--- config.mk ---
export PLATFORM = sky130hd
export DESIGN_NAME = card_uid_dedup_filter
export DESIGN_NICKNAME = d
export VERILOG_FILES = /design/src/rtl/cudf_pkg.sv /design/src/rtl/card_uid_dedup_filter.sv /design/src/rtl/cudf_cfg_regs.sv /design/src/rtl/cudf_front.sv /design/src/rtl/cudf_core.sv
export SDC_FILE = /design/constraint.sdc
export NUM_CORES = 2
export LEC_CHECK = 0
export BUFFER_PORTS_ARGS = -buffer_cell sky130_fd_sc_hd__buf_2
export CAP_MARGIN = 20
export CORE_MARGIN = 2
export CORE_UTILIZATION = 50
export DETAILED_ROUTE_END_ITERATION = 8
export PLACE_DENSITY = 0.68
export SETUP_SLACK_MARGIN = 0.2
export SYNTH_ARGS = -nofsm -noshare
export SYNTH_HDL_FRONTEND = slang
export SYNTH_SLANG_ARGS = --single-unit
--- constraint.sdc ---
create_clock -name i_clk -period 16.88 [get_ports i_clk]
set_input_delay 5.064 -clock i_clk [delete_from_list [all_inputs] [get_ports i_clk]]
set_output_delay 5.064 -clock i_clk [all_outputs]
set_load 0.01 [all_outputs]
--- src/rtl/cudf_pkg.sv ---
// Package for the card UID dedup filter: item and result types, opcode,
// status and card type codes, reset values and UID helper functions.
// No dependencies.
`timescale 1ns / 1ps

package cudf_pkg;

    localparam int MAX_UID_BYTES = 10;

    localparam logic [15:0] POLL_INTERVAL_RST = 16'd60;
    localparam logic [15:0] HOLD_RST          = 16'd500;
    localparam logic [15:0] REPEAT_WINDOW_RST = 16'd300;

    localparam logic [1:0] CFG_POLL_INTERVAL = 2'd0;
    localparam logic [1:0] CFG_HOLD          = 2'd1;
    localparam logic [1:0] CFG_REPEAT_WINDOW = 2'd2;

    typedef enum logic [1:0] {
        OP_POLL   = 2'd0,
        OP_TAKE   = 2'd1,
        OP_IGNORE = 2'd2,
        OP_RSVD   = 2'd3
    } t_opcode;

    localparam logic [2:0] ST_THROTTLED  = 3'd0;
    localparam logic [2:0] ST_NO_CARD    = 3'd1;
    localparam logic [2:0] ST_SUPPRESSED = 3'd2;
    localparam logic [2:0] ST_NEW_CARD   = 3'd3;
    localparam logic [2:0] ST_NONE_PEND  = 3'd4;
    localparam logic [2:0] ST_DELIVERED  = 3'd5;
    localparam logic [2:0] ST_IGN_ARMED  = 3'd6;

    localparam logic [3:0] CT_TAG_7B    = 4'd0;
    localparam logic [3:0] CT_SAK00_SH  = 4'd1;
    localparam logic [3:0] CT_CLASSIC1K = 4'd2;
    localparam logic [3:0] CT_MINI      = 4'd3;
    localparam logic [3:0] CT_CLASSIC4K = 4'd4;
    localparam logic [3:0] CT_PLUS2K    = 4'd5;
    localparam logic [3:0] CT_PLUS4K    = 4'd6;
    localparam logic [3:0] CT_ISO4      = 4'd7;
    localparam logic [3:0] CT_DF        = 4'd8;
    localparam logic [3:0] CT_UNKNOWN   = 4'd9;

    localparam logic [7:0] SAK_00 = 8'h00;
    localparam logic [7:0] SAK_08 = 8'h08;
    localparam logic [7:0] SAK_09 = 8'h09;
    localparam logic [7:0] SAK_18 = 8'h18;
    localparam logic [7:0] SAK_10 = 8'h10;
    localparam logic [7:0] SAK_11 = 8'h11;
    localparam logic [7:0] SAK_20 = 8'h20;
    localparam logic [7:0] SAK_28 = 8'h28;
    localparam logic [3:0] LONG_UID_LEN = 4'd7;

    typedef struct packed {
        logic [15:0] poll_interval;
        logic [15:0] hold;
        logic [15:0] repeat_window;
    } t_cfg;

    typedef struct packed {
        logic [63:0] low;
        logic [15:0] high;
        logic [3:0]  len;
    } t_uid;

    typedef struct packed {
        t_opcode     op;
        logic [31:0] now;
        logic        seen;
        t_uid        uid;
        logic [7:0]  sak;
        logic [31:0] dur;
    } t_item;

    typedef struct packed {
        logic [2:0]  status;
        t_uid        uid;
        logic [3:0]  kind;
        logic [7:0]  sak;
    } t_result;

    function automatic logic [3:0] clamp_len(input logic [3:0] len);
        logic [3:0] max_len;
        max_len = 4'(MAX_UID_BYTES);
        return (len > max_len) ? max_len : len;
    endfunction

    function automatic logic [63:0] mask_low(input logic [63:0] v, input logic [3:0] len);
        logic [63:0] m;
        m = '0;
        for (int i = 0; i < 8; i++) begin
            if (len > 4'(i)) m[63 - 8 * i -: 8] = v[63 - 8 * i -: 8];
        end
        return m;
    endfunction

    function automatic logic [15:0] mask_high(input logic [15:0] v, input logic [3:0] len);
        logic [15:0] m;
        m = '0;
        if (len >= 4'd9)  m[15:8] = v[15:8];
        if (len >= 4'd10) m[7:0]  = v[7:0];
        return m;
    endfunction

    function automatic logic [3:0] classify(input logic [7:0] sak, input logic [3:0] len);
        logic [3:0] t;
        unique case (sak)
            SAK_00:  t = (len >= LONG_UID_LEN) ? CT_TAG_7B : CT_SAK00_SH;
            SAK_08:  t = CT_CLASSIC1K;
            SAK_09:  t = CT_MINI;
            SAK_18:  t = CT_CLASSIC4K;
            SAK_10:  t = CT_PLUS2K;
            SAK_11:  t = CT_PLUS4K;
            SAK_20:  t = CT_ISO4;
            SAK_28:  t = CT_DF;
            default: t = CT_UNKNOWN;
        endcase
        return t;
    endfunction

endpackage

--- src/rtl/card_uid_dedup_filter.sv ---
// Top level of the card UID dedup filter: input register, decision core,
// configuration registers and result register.
// Depends on cudf_pkg, cudf_cfg_regs, cudf_front and cudf_core.
//
// channel   direction  handshake               payload
// s (items) in         i_s_tvalid/o_s_tready   i_s_tdata 160b, i_s_tuser 3b
// m (result)out        o_m_tvalid/i_m_tready   o_m_tdata 96b,  o_m_tuser 3b
// cfg       in         i_cfg_valid/o_cfg_ready i_cfg_index 2b, i_cfg_data 16b
//
// One item per cycle while the result side is not stalled; each item yields one
// result, passing through the input register, then the result register.
// Card state updates as an item moves from the input register to the result
// register, so consecutive items see each other's effects.
// A stalled result holds both registers; the input side stays ready while the
// input register is empty. Synchronous active-low reset clears all state and
// restores the configuration defaults; config writes are taken every cycle.
`timescale 1ns / 1ps

module card_uid_dedup_filter (
    input  logic          i_clk,
    input  logic          i_rst_n,
    input  logic          i_s_tvalid,
    output logic          o_s_tready,
    // [31:0] now_ms, [95:32] uid_low, [111:96] uid_high, [115:112] uid_len,
    // [123:116] sak, [155:124] duration_ms, [159:156] zero
    input  logic [159:0]  i_s_tdata,
    // [1:0] opcode, [2] card_seen
    input  logic [2:0]    i_s_tuser,
    output logic          o_m_tvalid,
    input  logic          i_m_tready,
    // [63:0] uid_low_res, [79:64] uid_high_res, [83:80] uid_len_res,
    // [87:84] card kind, [95:88] sak_res
    output logic [95:0]   o_m_tdata,
    // [2:0] status
    output logic [2:0]    o_m_tuser,
    input  logic          i_cfg_valid,
    output logic          o_cfg_ready,
    input  logic [1:0]    i_cfg_index,
    input  logic [15:0]   i_cfg_data
);

    cudf_pkg::t_cfg    cfg;
    cudf_pkg::t_item   item;
    cudf_pkg::t_result result;
    logic              item_valid;
    logic              advance;
    logic              r_out_valid;
    cudf_pkg::t_result r_out;

    assign o_cfg_ready = 1'b1;
    assign advance     = item_valid && (!r_out_valid || i_m_tready);

    cudf_cfg_regs u_cfg (
        .i_clk   (i_clk),
        .i_rst_n (i_rst_n),
        .i_wr    (i_cfg_valid && o_cfg_ready),
        .i_index (i_cfg_index),
        .i_data  (i_cfg_data),
        .o_cfg   (cfg)
    );

    cudf_front u_front (
        .i_clk      (i_clk),
        .i_rst_n    (i_rst_n),
        .i_valid    (i_s_tvalid),
        .o_ready    (o_s_tready),
        .i_opcode   (i_s_tuser[1:0]),
        .i_now      (i_s_tdata[31:0]),
        .i_seen     (i_s_tuser[2]),
        .i_uid_low  (i_s_tdata[95:32]),
        .i_uid_high (i_s_tdata[111:96]),
        .i_uid_len  (i_s_tdata[115:112]),
        .i_sak      (i_s_tdata[123:116]),
        .i_dur      (i_s_tdata[155:124]),
        .i_advance  (advance),
        .o_valid    (item_valid),
        .o_item     (item)
    );

    cudf_core u_core (
        .i_clk    (i_clk),
        .i_rst_n  (i_rst_n),
        .i_en     (advance),
        .i_item   (item),
        .i_cfg    (cfg),
        .o_result (result)
    );

    always_ff @(posedge i_clk) begin
        if (!i_rst_n) begin
            r_out_valid <= 1'b0;
        end else if (!r_out_valid || i_m_tready) begin
            r_out_valid <= item_valid;
        end
    end

    always_ff @(posedge i_clk) begin
        if (advance) r_out <= result;
    end

    assign o_m_tvalid = r_out_valid;
    assign o_m_tuser  = r_out.status;
    assign o_m_tdata  = {r_out.sak, r_out.kind, r_out.uid.len,
                         r_out.uid.high, r_out.uid.low};

endmodule

--- src/rtl/cudf_cfg_regs.sv ---
// Configuration registers of the card UID dedup filter.
// Depends on cudf_pkg.
`timescale 1ns / 1ps

module cudf_cfg_regs (
    input  logic                 i_clk,
    input  logic                 i_rst_n,
    input  logic                 i_wr,
    input  logic [1:0]           i_index,
    input  logic [15:0]          i_data,
    output cudf_pkg::t_cfg       o_cfg
);

    cudf_pkg::t_cfg r_cfg;

    always_ff @(posedge i_clk) begin
        if (!i_rst_n) begin
            r_cfg.poll_interval <= cudf_pkg::POLL_INTERVAL_RST;
            r_cfg.hold          <= cudf_pkg::HOLD_RST;
            r_cfg.repeat_window <= cudf_pkg::REPEAT_WINDOW_RST;
        end else if (i_wr) begin
            unique case (i_index)
                cudf_pkg::CFG_POLL_INTERVAL: r_cfg.poll_interval <= i_data;
                cudf_pkg::CFG_HOLD:          r_cfg.hold          <= i_data;
                cudf_pkg::CFG_REPEAT_WINDOW: r_cfg.repeat_window <= i_data;
                default: ;
            endcase
        end
    end

    assign o_cfg = r_cfg;

endmodule

--- src/rtl/cudf_front.sv ---
// Input register of the card UID dedup filter: clamps the UID length and
// masks bytes beyond it as the item is captured. Depends on cudf_pkg.
`timescale 1ns / 1ps

module cudf_front (
    input  logic                 i_clk,
    input  logic                 i_rst_n,
    input  logic                 i_valid,
    output logic                 o_ready,
    input  logic [1:0]           i_opcode,
    input  logic [31:0]          i_now,
    input  logic                 i_seen,
    input  logic [63:0]          i_uid_low,
    input  logic [15:0]          i_uid_high,
    input  logic [3:0]           i_uid_len,
    input  logic [7:0]           i_sak,
    input  logic [31:0]          i_dur,
    input  logic                 i_advance,
    output logic                 o_valid,
    output cudf_pkg::t_item      o_item
);

    logic            r_valid;
    cudf_pkg::t_item r_item;
    cudf_pkg::t_item n_item;
    logic [3:0]      len_c;

    assign o_ready = !r_valid || i_advance;

    always_comb begin
        len_c           = cudf_pkg::clamp_len(i_uid_len);
        n_item.op       = cudf_pkg::t_opcode'(i_opcode);
        n_item.now      = i_now;
        n_item.seen     = i_seen;
        n_item.uid.low  = cudf_pkg::mask_low(i_uid_low, len_c);
        n_item.uid.high = cudf_pkg::mask_high(i_uid_high, len_c);
        n_item.uid.len  = len_c;
        n_item.sak      = i_sak;
        n_item.dur      = i_dur;
    end

    always_ff @(posedge i_clk) begin
        if (!i_rst_n) begin
            r_valid <= 1'b0;
        end else if (o_ready) begin
            r_valid <= i_valid;
        end
    end

    always_ff @(posedge i_clk) begin
        if (o_ready && i_valid) r_item <= n_item;
    end

    assign o_valid = r_valid;
    assign o_item  = r_item;

endmodule

--- src/rtl/cudf_core.sv ---
// Decision logic and card state of the card UID dedup filter: throttle,
// hold, ignore, repeat window and pending slot. Depends on cudf_pkg.
`timescale 1ns / 1ps

module cudf_core (
    input  logic                 i_clk,
    input  logic                 i_rst_n,
    input  logic                 i_en,
    input  cudf_pkg::t_item      i_item,
    input  cudf_pkg::t_cfg       i_cfg,
    output cudf_pkg::t_result    o_result
);

    typedef struct packed {
        logic [31:0]    last_poll;
        logic           active;
        cudf_pkg::t_uid active_uid;
        logic [31:0]    last_seen;
        cudf_pkg::t_uid ign_uid;
        logic [31:0]    ign_until;
        cudf_pkg::t_uid rep_uid;
        logic [31:0]    rep_time;
        logic           pend_valid;
        cudf_pkg::t_uid pend_uid;
        logic [3:0]     pend_type;
        logic [7:0]     pend_sak;
    } t_state;

    t_state            r_st;
    t_state            n_st;
    cudf_pkg::t_result res_c;
    logic [31:0]       since_poll;
    logic [31:0]       since_seen;
    logic [31:0]       since_rep;
    logic              ign_expired;
    logic              ign_hit;
    logic              act_hit;
    logic              rep_hit;
    logic [3:0]        type_c;

    always_comb begin
        since_poll  = i_item.now - r_st.last_poll;
        since_seen  = i_item.now - r_st.last_seen;
        since_rep   = i_item.now - r_st.rep_time;
        ign_expired = (r_st.ign_until != '0) && (i_item.now > r_st.ign_until);
        ign_hit     = !ign_expired && (r_st.ign_uid.len != '0) &&
                      (i_item.now <= r_st.ign_until) && (i_item.uid == r_st.ign_uid);
        act_hit     = r_st.active && (i_item.uid == r_st.active_uid);
        rep_hit     = (i_item.uid == r_st.rep_uid) &&
                      (since_rep < {16'd0, i_cfg.repeat_window});
        type_c      = cudf_pkg::classify(i_item.sak, i_item.uid.len);

        n_st       = r_st;
        res_c      = '0;
        res_c.status = cudf_pkg::ST_THROTTLED;

        unique case (i_item.op)
            cudf_pkg::OP_TAKE: begin
                if (!r_st.pend_valid) begin
                    res_c.status = cudf_pkg::ST_NONE_PEND;
                end else begin
                    res_c.status    = cudf_pkg::ST_DELIVERED;
                    res_c.uid       = r_st.pend_uid;
                    res_c.kind      = r_st.pend_type;
                    res_c.sak       = r_st.pend_sak;
                    n_st.pend_valid = 1'b0;
                    n_st.pend_uid   = '0;
                    n_st.pend_type  = '0;
                    n_st.pend_sak   = '0;
                end
            end
            cudf_pkg::OP_IGNORE: begin
                n_st.ign_uid   = i_item.uid;
                n_st.ign_until = i_item.now + i_item.dur;
                res_c.status   = cudf_pkg::ST_IGN_ARMED;
            end
            cudf_pkg::OP_POLL: begin
                if (since_poll >= {16'd0, i_cfg.poll_interval}) begin
                    n_st.last_poll = i_item.now;
                    if (!i_item.seen) begin
                        res_c.status = cudf_pkg::ST_NO_CARD;
                        if (r_st.active && (since_seen > {16'd0, i_cfg.hold})) begin
                            n_st.active     = 1'b0;
                            n_st.active_uid = '0;
                        end
                    end else begin
                        n_st.last_seen = i_item.now;
                        res_c.status   = cudf_pkg::ST_SUPPRESSED;
                        if (ign_expired) begin
                            n_st.ign_uid   = '0;
                            n_st.ign_until = '0;
                        end
                        if (ign_hit || !act_hit) begin
                            n_st.active     = 1'b1;
                            n_st.active_uid = i_item.uid;
                        end
                        if (!ign_hit && !act_hit && !rep_hit) begin
                            n_st.rep_uid    = i_item.uid;
                            n_st.rep_time   = i_item.now;
                            n_st.pend_valid = 1'b1;
                            n_st.pend_uid   = i_item.uid;
                            n_st.pend_type  = type_c;
                            n_st.pend_sak   = i_item.sak;
                            res_c.status    = cudf_pkg::ST_NEW_CARD;
                            res_c.uid       = i_item.uid;
                            res_c.kind      = type_c;
                            res_c.sak       = i_item.sak;
                        end
                    end
                end
            end
            default: ;
        endcase
    end

    always_ff @(posedge i_clk) begin
        if (!i_rst_n) begin
            r_st <= '0;
        end else if (i_en) begin
            r_st <= n_st;
        end
    end

    assign o_result = res_c;

endmodule

-- After elaboration in Yosys (flattened, before gate mapping)
Cells that the tools add are included.
- bits in registers: 786
- output and inout port bits: 102
- input port bits: 186
- magnitude comparators: 17
- add/subtract/negate cells: 4
- multiplexer cells: 21
- equal/unequal tests: 20
- reduce and logical (&&, ||, !) cells: 38
- operators with widths (cell ; number):
    329-bit 2-to-1 mux ; 2
    96-bit 2-to-1 mux ; 3
    85-bit 2-to-1 mux ; 3
    84-bit == test ; 3
    116-bit case mux with 2 select lines ; 1
    213-bit 2-to-1 mux ; 1
    97-bit case mux with 2 select lines ; 1
    96-bit case mux with 2 select lines ; 1
    116-bit 2-to-1 mux ; 1
    99-bit 2-to-1 mux ; 1
    97-bit 2-to-1 mux ; 1
    32-bit subtractor ; 3
    32-bit adder ; 1
    32-bit by 16-bit greater-or-equal comparator with 1-bit output ; 1
    32-bit by 16-bit > comparator with 1-bit output ; 1
    32-bit > comparator ; 1
    32-bit <= comparator ; 1
    32-bit by 16-bit < comparator with 1-bit output ; 1
    4-bit case mux with 8 select lines ; 1
    32-bit nonzero test ; 1
    8-bit by 5-bit == test with 1-bit output (second input constant) ; 3
    5-bit AND reduction ; 4
    8-bit by 4-bit == test with 1-bit output (second input constant) ; 2
    8-bit by 6-bit == test with 1-bit output (second input constant) ; 2
    other kinds (25) ; 60

-- Longest topological paths before layout
- depth in word-level cells: 13
- mapped depth: 28

-- Cells and area by module
A second synthesis with hierarchy kept.
- cell total of the unflattened synthesis: 5008
- area, all modules: 44505.2 um^2
- modules (own cells, without submodules) (module ; cells each ; times used ; area each (um^2)):
    cudf_core ; 4459 ; 1 ; 34109.0
    cudf_front ; 263 ; 1 ; 5491.5
    card_uid_dedup_filter ; 105 ; 1 ; 3031.7
    cudf_cfg_regs ; 181 ; 1 ; 1873.0

-- Worst setup path after synthesis
OpenSTA, ideal clock, no wires.
- kind: input to output
- start point: in i_m_tready
- end point: out o_s_tready
- stages on the path: 2
- arrival: 5362 ps
- buffers on the path: 0
- setup slack: 6454 ps
- path through: nor2b_1 > nand2_1
- longest elaborated chain between the ends: 3
- ends and longest elaborated chain (element ; RTL line ; text):
    start: declaration ; card_uid_dedup_filter.sv:30 ; input logic i_m_tready,
    1-bit logical OR ; card_uid_dedup_filter.sv:51 ; assign advance = item_valid && (!r_out_valid || i_m_tready);
    1-bit logical AND ; card_uid_dedup_filter.sv:51 ;
    1-bit logical OR ; cudf_front.sv:28 ; assign o_ready = !r_valid || i_advance;
    end: declaration ; card_uid_dedup_filter.sv:23 ; output logic o_s_tready,
No other way between the ends.

-- Worst setup path in the final report
Ends and elaborated chain as after synthesis.

==> qor.log <==
INFO  clock_tree     clk_pin_slew=60ps
INFO  pwr            worst_ir_drop_vdd=77.4uV
INFO  floorplan      dieArea=81700um^2
INFO  worst_setup_path timing.rr.start=u_front.o_item[125]$_DFFE_PP_
INFO  floorplan      initial_utilization=0.504
INFO  pwr            pwr-share-clk=0.417
INFO  placed_design  worst_setup_slack_before_clock_tree_synthesis=6220ps
INFO  timing         post-route-period-util=0.633
INFO  worst_setup_path worstSetupEndpointType=primary output
INFO  detailed_routing antenna_left=0
INFO  clock_tree     number_of_clock_sinks_seen_by_cts=786
INFO  logic_synthesis ys_dominant_reg_cell=dfxtp_1
INFO  floorplan      core-area=78900um^2
INFO  logic_synthesis netlist-cell-type-count=84
INFO  layout         area_delta_synth_final=12.8%
INFO  detailed_routing post_detailed_route_via_to_cell_ratio=5.90
INFO  layout         instances_no_fill=5328
INFO  min_path       hold_depth=2
INFO  clock_tree     h-tree-depth=3
INFO  logic_synthesis synth.top_cells.by_count=dfxtp_1, nand2_1, a22o_1
INFO  grt            number_of_global_route_vias_before_repair=28518
INFO  clock_tree     post_cts_resized=0
INFO  grt            initial_antenna_violation_count=7
INFO  grt            grt_first_pass_wirelength=172mm
INFO  logic_synthesis syn-instance-count=4041
INFO  clock_tree     cts_setup_buffers=0
INFO  placed_design  placedInstanceArea=41900um^2
INFO  layout         finish.net_count=4600
INFO  detailed_routing detailedRoute.firstPassIterationCount=6
INFO  worst_setup_path worstPathBufferInverterCount=2
INFO  worst_setup_path timing.reg2reg.setup_slack=8710ps
INFO  worst_setup_path cp-start-kind=input pin
INFO  floorplan      floorplan.die.width=286um
INFO  worst_setup_path cpMaxStageDelayCell=nor2b_1
INFO  worst_setup_path crit_path_frequent_cell=buf_2
INFO  logic_synthesis most_numerous_cell_in_the_yosys_netlist=dfxtp_1
INFO  timing         relSlewSlack=0.213
INFO  logic_synthesis synth-edff-count=258
INFO  worst_setup_path crit_arrival=5630ps
INFO  timing         setup_slack=6190ps
INFO  layout         sequential_cell_area=18300um^2
INFO  detailed_routing postRouteWirelength=114mm
INFO  worst_setup_path worst-setup-path-type=in -> out
INFO  worst_setup_path path_delay_family=simple AND/OR/NAND/NOR gates
INFO  layout         final_design_area_no_fill=44800um^2
INFO  clock_tree     clkLatencyLatePin=660ps
INFO  min_path       min_delay_worst_endpoint=u_core.r_st[109]$_SDFFE_PN0P_
INFO  layout         drive_gt1_frac=0.149
INFO  pwr            power.switching_fraction=0.268
INFO  pwr            power_density=101nW/um^2
INFO  timing         setup-tns-final=0ps
INFO  placed_design  dp.cells=5163
INFO  status         result_of_the_run=finished, final reports clean
INFO  logic_synthesis yosys_register_bits=786
INFO  detailed_routing drc=0
INFO  clock_tree     cts-root-to-sink-buffers=3
INFO  grt            grt.total_usage=0.273
INFO  pwr            switching_power=1220uW
INFO  worst_setup_path critical_path.max_fanout=4
INFO  grt            grt_start_max_net_pins=233
INFO  logic_synthesis synth.top_cells.by_area=dfxtp_1, edfxtp_1, a22o_1, ha_1, xor2_1
INFO  logic_synthesis synth_warnings=0
INFO  worst_setup_path cp_data_required_time=11820ps
INFO  detailed_routing first_iter_violations=2981
INFO  clock_tree     cts.root.buffer_cell=clkbuf_16
INFO  min_path       min-delay-start=u_core.r_st[109]$_SDFFE_PN0P_
INFO  placed_design  io_buffer_count=282
INFO  logic_synthesis synth_seq_area_share=0.461
INFO  worst_setup_path worst_r2r_path_depth=25
INFO  placed_design  dp_hpwl=79.3mm
INFO  timing         tightest_slew=1170ps
INFO  timing         fin_worst_skew=28.5ps
INFO  logic_synthesis synthArstFlopShare=0
INFO  pwr            pwr-share-comb=0.126
INFO  placed_design  gp_congestion=0.968
INFO  detailed_routing routed_wire_length_per_instance=21.3um
INFO  worst_setup_path critical_path.reg2reg.endpoint=u_core.r_st[294]$_SDFFE_PN0P_
INFO  timing         max_freq=93.5MHz
INFO  logic_synthesis synth_nets=4438
INFO  timing         period_needed=10690ps
INFO  timing         number_of_failing_setup_endpoints_in_the_final_timing_report=0
INFO  clock_tree     total_cts_buffers=86
INFO  floorplan      boundary_pins=288
INFO  worst_setup_path cp_cell_sequence=buf_2, nor2b_1, nand2_1, buf_2
INFO  pwr            leakagePower=0.0177uW
INFO  pwr            power_report.internal_total=3310uW
INFO  flow_run       maxCapViolCount=0
INFO  detailed_routing routed-via-count=31434
INFO  timing         slew_viol_final=0
INFO  logic_synthesis yosys.area.top_type_share=0.266
INFO  layout         area_of_the_multi_input_gates=19200um^2
INFO  layout         nFillCells=6914
INFO  clock_tree     cts_tree=yes
INFO  clock_tree     cts_hold_buf=0
INFO  floorplan      fp.dieH=286um
INFO  timing         rsz_0062_raised_after_global_routing=false
INFO  worst_setup_path maximum_single_stage_delay_on_the_critical_path=210ps
INFO  logic_synthesis cell_taking_the_most_area_after_synthesis=dfxtp_1
INFO  floorplan      row_count=103
INFO  logic_synthesis synth_area_per_cell=9.83um^2
INFO  logic_synthesis synth_area=39700um^2
INFO  timing         timing.final.hold_violations=0
INFO  min_path       worst_hold_path_type=reg -> reg
INFO  pwr            relative_contribution_of_sequential_cells_to_total_power=0.458
INFO  grt            globalRoute.totalOverflow=0
layout make-up:
class                      instances  area share
antenna                            1   0.0000558
multi-input combinational       2690       0.428
clock buffer                     122      0.0543
sequential                       786       0.409
inverter                         262      0.0220
tap                             1050      0.0293
timing repair buffer             377      0.0483
clock inverter                    40     0.00930
flip-flops by register name, indices dropped and copies added (netlist names):
signal           count
u_core.r_st        478
u_front.o_item     159
o_m_tdata           96
u_cfg.o_cfg         48
o_m_tuser            3
o_m_tvalid           1
u_front.o_valid      1
cell families (layout without fill, tap and decap cells):
group,Yosys count,after routing,share of synthesized area
AO/OA/AOI/OAI,1187,1187,0.227
other,1,2,0.0000944
flip-flops,786,786,0.461
XOR/XNOR,273,273,0.0602
AND/OR/NAND/NOR,1006,1006,0.123
adder cells (fa/ha/maj),211,211,0.0672
buffers and inverters,565,801,0.0573
multiplexers,12,12,0.00315
cell usage in the layout, fill, tap and decap left out, types with 94 or more instances in the layout:
master and instances:
a21oi_1 136, nand2_1 356, xnor2_1 108, o21ai_0 167, buf_2 281, ha_1 207, edfxtp_1 258, xor2_1 165
a22o_1 315, nor2_1 172, inv_1 260, nand3_1 94, dfxtp_1 528
how the worst max path moves through the flow:
stage | start | endpoint | slack [ps] | depth (start not counted)
after floorplan | i_m_tready | o_s_tready | 6450 | 2
after global placement | i_m_tready | o_s_tready | 6230 | 4
after detailed placement | i_m_tready | o_s_tready | 6220 | 4
after CTS | i_m_tready | o_s_tready | 6210 | 4
after global routing | i_m_tready | o_s_tready | 6100 | 4
final | i_m_tready | o_s_tready | 6190 | 4
worst reg2reg max path, delay by kind of cell (launching register included):
| kind | cells | cell delay, ps |
|---|---|---|
| simple gates | 8 | 1860 |
| fa+ha+maj | 3 | 910 |
| flops | 1 | 650 |
| compound gates | 10 | 3050 |
| buf+inv | 4 | 1690 |
power groups by stage:
stage	logic, uW	registers (uW)	clock network (uW)
2_1_floorplan	384	2090	0
3_3_place_gp	555	2110	0
3_5_place_dp	561	2110	0
4_1_cts	564	2070	1920
5_1_grt	626	2080	1990
6_report	569	2070	1890
metrics by stage:
| stage | utilization | hold slack, ps | total power (uW) |
|---|---|---|---|
| floorplan | - | 436 | 2480 |
| global placement | 0.532 | 444 | 2670 |
| detailed placement | 0.532 | 451 | 2670 |
| CTS | 0.568 | 460 | 4550 |
| global route | 0.568 | 478 | 4700 |
| finish | 0.568 | 454 | 4530 |
metal layers:
| metal | up-vias | wire length (um) | track usage |
|---|---|---|---|
| met4 | 8 | 2550 | 0.0719 |
| met2 | 1091 | 47900 | 0.400 |
| li1 | 15071 | - | - |
| met3 | 162 | 8530 | 0.0352 |
| met5 | - | 48 | 0 |
| met1 | 15102 | 54700 | 0.420 |
Note: power is estimated with default switching activity, not from simulation.
